[src/rtl/bde_pkg.sv]
// bde_pkg: operation codes, status codes, field widths and the cell command
// struct shared by the deque cell and the deque top level
// no dependencies
`timescale 1ns / 1ps

package bde_pkg;

    // fixed widths of the transaction fields
    localparam int FIELD_WIDTH = 32;
    localparam int FUNC_WIDTH = 2;
    localparam int STATUS_WIDTH = 2;
    localparam int COUNT_OUT_WIDTH = 7;

    // operation codes
    localparam logic [FUNC_WIDTH-1:0] FUNC_PUSH_FRONT = 2'd0;
    localparam logic [FUNC_WIDTH-1:0] FUNC_PUSH_BACK  = 2'd1;
    localparam logic [FUNC_WIDTH-1:0] FUNC_POP_FRONT  = 2'd2;
    localparam logic [FUNC_WIDTH-1:0] FUNC_ROTATE     = 2'd3;

    // status codes
    localparam logic [STATUS_WIDTH-1:0] ST_OK    = 2'd0;
    localparam logic [STATUS_WIDTH-1:0] ST_EMPTY = 2'd1;
    localparam logic [STATUS_WIDTH-1:0] ST_FULL  = 2'd2;

    // broadcast command to every cell, already qualified by ok status
    typedef struct packed {
        logic push_front;
        logic push_back;
        logic pop_front;
        logic rotate;
    } cell_cmd_t;

endpackage

[src/rtl/bde_cell.sv]
// bde_cell: one storage cell of the deque chain, holding the entry at a
// fixed position from the front; shifts with its neighbors
// depends on bde_pkg
`timescale 1ns / 1ps

module bde_cell #(
    parameter int INDEX = 0,
    parameter int SW = 32,
    parameter int CW = 7
) (
    input  logic             clk,
    input  bde_pkg::cell_cmd_t cmd,
    input  logic [CW-1:0]    count,
    input  logic [SW-1:0]    push_val,
    input  logic [SW-1:0]    left_val,
    input  logic [SW-1:0]    right_val,
    input  logic [SW-1:0]    front_val,
    output logic [SW-1:0]    q
);
    import bde_pkg::*;

    logic [SW-1:0] entry_reg;
    logic [SW-1:0] entry_next;
    logic          at_tail;
    logic          at_last;

    // position of this cell relative to the current fill level
    assign at_tail = (count == CW'(INDEX));
    assign at_last = (count == CW'(INDEX + 1));

    // next entry value from the broadcast command
    always_comb
    begin
        entry_next = entry_reg;
        if (cmd.push_front)
        begin
            entry_next = left_val;
        end
        else if (cmd.push_back)
        begin
            if (at_tail)
            begin
                entry_next = push_val;
            end
        end
        else if (cmd.pop_front)
        begin
            entry_next = right_val;
        end
        else if (cmd.rotate)
        begin
            entry_next = at_last ? front_val : right_val;
        end
    end

    // payload register, no reset
    always_ff @(posedge clk)
    begin
        entry_reg <= entry_next;
    end

    assign q = entry_reg;

endmodule

[config.mk]
export PLATFORM = sky130hd
export DESIGN_NAME = bde_cell
export DESIGN_NICKNAME = d
export VERILOG_FILES = /design/src/rtl/bde_pkg.sv /design/src/rtl/bde_cell.sv
export SDC_FILE = /design/constraint.sdc
export NUM_CORES = 1
export LEC_CHECK = 0
export ABC_AREA = 1
export BUFFER_PORTS_ARGS = -buffer_cell sky130_fd_sc_hd__buf_2
export CAP_MARGIN = 40
export CORE_AREA = 5 5 83 85
export CTS_CLUSTER_DIAMETER = 60
export DETAILED_ROUTE_END_ITERATION = 10
export DIE_AREA = 0 0 88 90
export PLACE_DENSITY = 0.8
export RECOVER_POWER = 100
export SLEW_MARGIN = 20
export SYNTH_ARGS = -nofsm -noshare
export SYNTH_HDL_FRONTEND = slang
export SYNTH_SLANG_ARGS = --single-unit
[constraint.sdc]
create_clock -name clk -period 4 [get_ports clk]
set_input_delay 0.6 -clock clk [delete_from_list [all_inputs] [get_ports clk]]
set_output_delay 0.6 -clock clk [all_outputs]
set_load 0.02 [all_outputs]
==> results_dict.tcl, run 1 <==
set metrics [dict create \
    outcome "finished with violations" \
    failed_checks "max-capacitance violations, max-slew violations" \
    rsz0062_at_grt "false" \
    startpoint_type "input pin" \
    ys_seq_elements 32 \
    via_count 2954 \
    crit_type "in -> reg" \
    largest_reg_flops 32 \
    drive_gt1_frac 0.274 \
    post-route-drc-count 0 \
    slew_headroom -0.000362 \
    post_cts_buffers 0 \
    critPathMaxFanout 34 \
    min_to "q[25]" \
    cts_hold_buf 0 \
    synth_common_cells "nand2_1 (131), inv_1 (100), nand3_1 (96)" \
    final_cells 629 \
    setup_slack_ns 1.20 \
    clk_pin_slew_worst_paths_ns 0.06 \
    synthCells 391 \
    root_buffer "clkbuf_8" \
    wirelength_um 7850 \
    gp_congestion 0.898 \
    rows 29 \
    seqCellArea_um2 961 \
    cts_num_sinks 32 \
    min_from "left_val[25]" \
    synthFlopType "edfxtp_1" \
    drt_iter0_drc 96 \
    numCtsBuffers 5 \
    fp.dieW_um 88 \
    yosys_warnings 0 \
    yosysTopAreaCell "edfxtp_1" \
    tritoncts "built" \
    maxSlewViolCount 13 \
    ys_top_cells_by_area "edfxtp_1 (39%), nand2_1 (20%), nand3_1 (19%)" \
    syn_nets 531 \
    yosysMostFrequentCell "nand2_1" \
    synth-edff-count 32 \
    p_leak_uw 0.00207 \
    power_density_nw_per_um2 278 \
    yosys.area.top_type_share 0.388 \
    numPortBuffers 171 \
    cts_max_level 2 \
    hold_class "in -> reg" \
    dp.cells 621 \
    grt_max_degree 35 \
    wl_per_cell_um 12.5 \
    irDropWorstVdd_mv 0.147 \
    final_hold_viol_count 0 \
    cp_data_arrival_time_ns 2.78 \
    cts_resized 0 \
    timing.final.crit_period_ns 2.80 \
    dieArea_um2 7920 \
    detail_route.vias_per_cell 4.70 \
    maxCapViolations 1 \
    grt_overflow 0 \
    fmax_mhz 357 \
    avgSynthCellArea_um2 6.33 \
    grt_pass1_wl_um 12400 \
    worstPathRequired_ns 3.98 \
    antenna_found_initial 0 \
    setup_viol 0 \
    post-place-ws_ns 1.53 \
    cp-end-kind "flop" \
    antenna_left 0 \
    design.core.area_um2 6130 \
    first_pass_iters 5 \
    yosysUniqueCellTypes 11 \
    tightest_slew_ns 1.50 \
    fin_tns_setup_ns 0 \
    ys_seq_area_frac 0.388 \
    start_util 0.404 \
    synth_area_um2 2470 \
    multi_input_area_um2 1020 \
    pin_count 172 \
    min_path_cells 5 \
    fp.dieH_um 90 \
    nFillCells 613 \
    place_hpwl_um 6000 \
    n_antenna_cell 0 \
    grt_pass1_vias 2890 \
    synthArstFlopShare 0 \
    area_growth_pct 37.7 \
    nNetsFinal 691 \
    fin_crit_sh 0.699 \
    cts_buffer_depth 2 \
    track_usage 0.193 \
]
-- power by group --
group          switching [uW]  internal (uW)
Combinational             175            104
Sequential               13.9            423
Clock                     110            121
Total                     300            648
-- cells in the final DEF (no fill, tap or decap) --
cell type / count
buf_16: 1
clkinv_1: 1
nand3_1: 96
nor3b_2: 1
nor2_2: 2
clkbuf_8: 5
a21oi_1: 2
buf_4: 4
buf_2: 138
nand2_1: 132
clkbuf_1: 35
nor2_1: 3
edfxtp_1: 32
inv_1: 100
-- worst max path at each step --
| stage | start | end | slack, ns |
|---|---|---|---|
| 3_3_place_gp | count[5] | q[1] | 1.41 |
| 5_1_grt | cmd[1] | q[7] | 0.91 |
| 2_1_floorplan | count[5] | q[0] | 0.76 |
| 6_report | count[5] | q[1] | 1.20 |
| 4_1_cts | count[5] | q[18] | 1.83 |
| 3_5_place_dp | count[5] | q[1] | 1.53 |
-- logic make-up (layout without fill, tap and decap cells) --
| group | count (synthesis) | count (layout) | share of synthesized area |
|---|---|---|---|
| AO/OA/AOI/OAI | 2 | 2 | 0.00404 |
| AND/OR/NAND/NOR | 234 | 234 | 0.412 |
| flip-flops | 32 | 32 | 0.388 |
| buffers and inverters | 123 | 284 | 0.196 |
-- layout make-up --
cell class,instances,area share
Clock buffer,7,0.0224
Clock inverter,1,0.00110
Inverter,100,0.110
Multi-Input combinational cell,236,0.300
Sequential cell,32,0.282
Tap cell,77,0.0283
Timing Repair Buffer,176,0.256
-- through the flow --
stage / util / area [um2] / hold slack, ns / power (uW)
2_1_floorplan: - / 2470 / 0.858 / 600
3_3_place_gp: 0.548 / 3360 / 0.960 / 727
3_5_place_dp: 0.553 / 3390 / 0.956 / 738
4_1_cts: 0.566 / 3470 / 0.670 / 970
5_1_grt: 0.556 / 3410 / 0.692 / 1010
6_report: 0.556 / 3410 / 0.678 / 948
-- metal layers --
layer / track usage / routed length [um] / part of all wire / vias up
met5: 0 / 0 / 0 / -
met4: 0.0627 / 143 / 0.018 / 0
met3: 0.0448 / 851 / 0.11 / 14
met2: 0.351 / 4060 / 0.52 / 162
met1: 0.217 / 2800 / 0.36 / 1277
li1: - / - / - / 1501
-- critical path: stages --
cell,delay (ns)
buf_2,0.10
nor2_1,0.09
nand2_1,0.06
nor2_2,0.07
buf_4,0.33
a21oi_1,0.12
a21oi_1,1.14
buf_16,0.25
No activity file was read; power rests on OpenSTA's default activity.
==> inputs of run 2 (changes only) <==
--- a/config.mk
+++ b/config.mk
@@ -8,11 +8,11 @@
 export ABC_AREA = 1
 export BUFFER_PORTS_ARGS = -buffer_cell sky130_fd_sc_hd__buf_2
 export CAP_MARGIN = 40
-export CORE_AREA = 5 5 83 85
+export CORE_AREA = 5 5 87 89
 export CTS_CLUSTER_DIAMETER = 60
 export DETAILED_ROUTE_END_ITERATION = 10
-export DIE_AREA = 0 0 88 90
-export PLACE_DENSITY = 0.8
+export DIE_AREA = 0 0 92 94
+export PLACE_DENSITY = 0.76
 export RECOVER_POWER = 100
 export SLEW_MARGIN = 20
 export SYNTH_ARGS = -nofsm -noshare
==> constraint.sdc (replaced) <==
create_clock -name clk -period 2.4 [get_ports clk]
set_input_delay 0.36 -clock clk [delete_from_list [all_inputs] [get_ports clk]]
set_output_delay 0.36 -clock clk [all_outputs]
set_load 0.02 [all_outputs]
==> results_dict.tcl, run 2 (same netlist as run 1, synthesis figures left out) <==
set metrics [dict create \
    start_util 0.370 \
    place_hpwl_um 6440 \
    via_count 2954 \
    post-place-ws_ns 0.365 \
    numPortBuffers 171 \
    critPathBufInv 2 \
    maxCapViolations 0 \
    maxSlewViolCount 0 \
    grt_pass1_vias 2822 \
    setup_viol 0 \
    cp_data_arrival_time_ns 1.89 \
    crit_type "in -> reg" \
    nNetsFinal 695 \
    timing.final.crit_period_ns 1.91 \
    fp.dieH_um 94 \
    slowest_stage "a21oi_2" \
    grt_overflow 0 \
    n_antenna_cell 0 \
    irDropWorstVdd_mv 0.226 \
    seqCellArea_um2 961 \
    cts_num_sinks 32 \
    numCtsBuffers 5 \
    track_usage 0.187 \
    design.core.area_um2 6680 \
    startpoint_type "input pin" \
    crit_top_cell "nor2_1" \
    drt_iter0_drc 109 \
    first_pass_iters 4 \
    wirelength_um 8340 \
    cts_max_level 2 \
    antenna_found_initial 0 \
    nFillCells 714 \
    grt_pass1_wl_um 13000 \
    critPathMaxFanout 17 \
    hold_class "in -> reg" \
    cts_buffer_depth 2 \
    cts_resized 0 \
    cp-end-kind "flop" \
    tritoncts "built" \
    clk_pin_slew_worst_paths_ns 0.07 \
    power_density_nw_per_um2 461 \
    critPathMaxStageDelay_ns 0.82 \
    fp.dieW_um 92 \
    slew_headroom 0.240 \
    tightest_slew_ns 1.14 \
    post_cts_buffers 0 \
    final_hold_viol_count 0 \
    rows 30 \
    wl_per_cell_um 13.1 \
    worstPathRequired_ns 2.38 \
    largest_reg_flops 32 \
    path_cells "buf_2, nor2_1, nand2_1, nor2_1, a21oi_1, a21oi_2, buf_16" \
    dieArea_um2 8650 \
    fmax_mhz 525 \
    pin_count 172 \
    detail_route.vias_per_cell 4.64 \
    p_leak_uw 0.00210 \
    cp_top_family "compound AO/OA/AOI/OAI gates" \
    rsz0062_at_grt "false" \
    antenna_left 0 \
    setup_slack_ns 0.494 \
    drive_gt1_frac 0.286 \
    multi_input_area_um2 1030 \
    cts_hold_buf 0 \
    area_growth_pct 39.6 \
    outcome "finished clean" \
    mostFrequentLayoutCells "buf_2 (139), nand2_1 (131), inv_1 (100), nand3_1 (96)" \
    final_common_cell "buf_2" \
    grt_max_degree 34 \
    fin_crit_sh 0.794 \
    p_total_uw 1590 \
    root_buffer "clkbuf_8" \
    post-route-drc-count 0 \
    gp_congestion 0.825 \
    fin_tns_setup_ns 0 \
]
## run 2: worst min-delay path: stages
cell     delay [ns]
buf_2          0.07
nand2_1        0.04
nand2_1        0.05
inv_1          0.03
nand2_1        0.05
## run 2: path summary, 6_finish.rpt
kind	slack, ns	cells past startpoint	start	to
min	0.44	5	left_val[8]	q[8]
max	0.49	7	count[5]	q[4]
## run 2: metal layers
metal / up-vias / share of wire / global-route usage
met1: 1296 / 0.38 / 0.223
met2: 135 / 0.51 / 0.334
met3: 12 / 0.089 / 0.0385
li1: 1511 / - / -
met4: 0 / 0.016 / 0.0606
met5: - / 0 / 0
## run 2: report_power, final
group | internal [uW] | total [uW] | switching (uW) | leakage, uW
Clock | 197 | 390 | 193 | 0.0000453
Sequential | 705 | 730 | 25.2 | 0.000327
Combinational | 179 | 474 | 295 | 0.00173
## run 2: per-stage QoR
| step | utilization | hold WS [ns] | instance area (um2) | cells |
|---|---|---|---|---|
| 2_1_floorplan | - | 0.618 | 2480 | 391 |
| 3_3_place_gp | 0.508 | 0.717 | 3390 | 627 |
| 3_5_place_dp | 0.512 | 0.721 | 3420 | 628 |
| 4_1_cts | 0.525 | 0.426 | 3500 | 636 |
| 5_1_grt | 0.517 | 0.443 | 3450 | 636 |
| 6_report | 0.517 | 0.441 | 3450 | 636 |
## run 2: area by class of cell
cell class | instances | share of cell area
clock buffer | 5 | 0.0199
clock inverter | 3 | 0.00398
inverter | 100 | 0.109
multi-input combinational | 236 | 0.299
sequential | 32 | 0.278
tap | 80 | 0.0290
timing repair buffer | 180 | 0.261
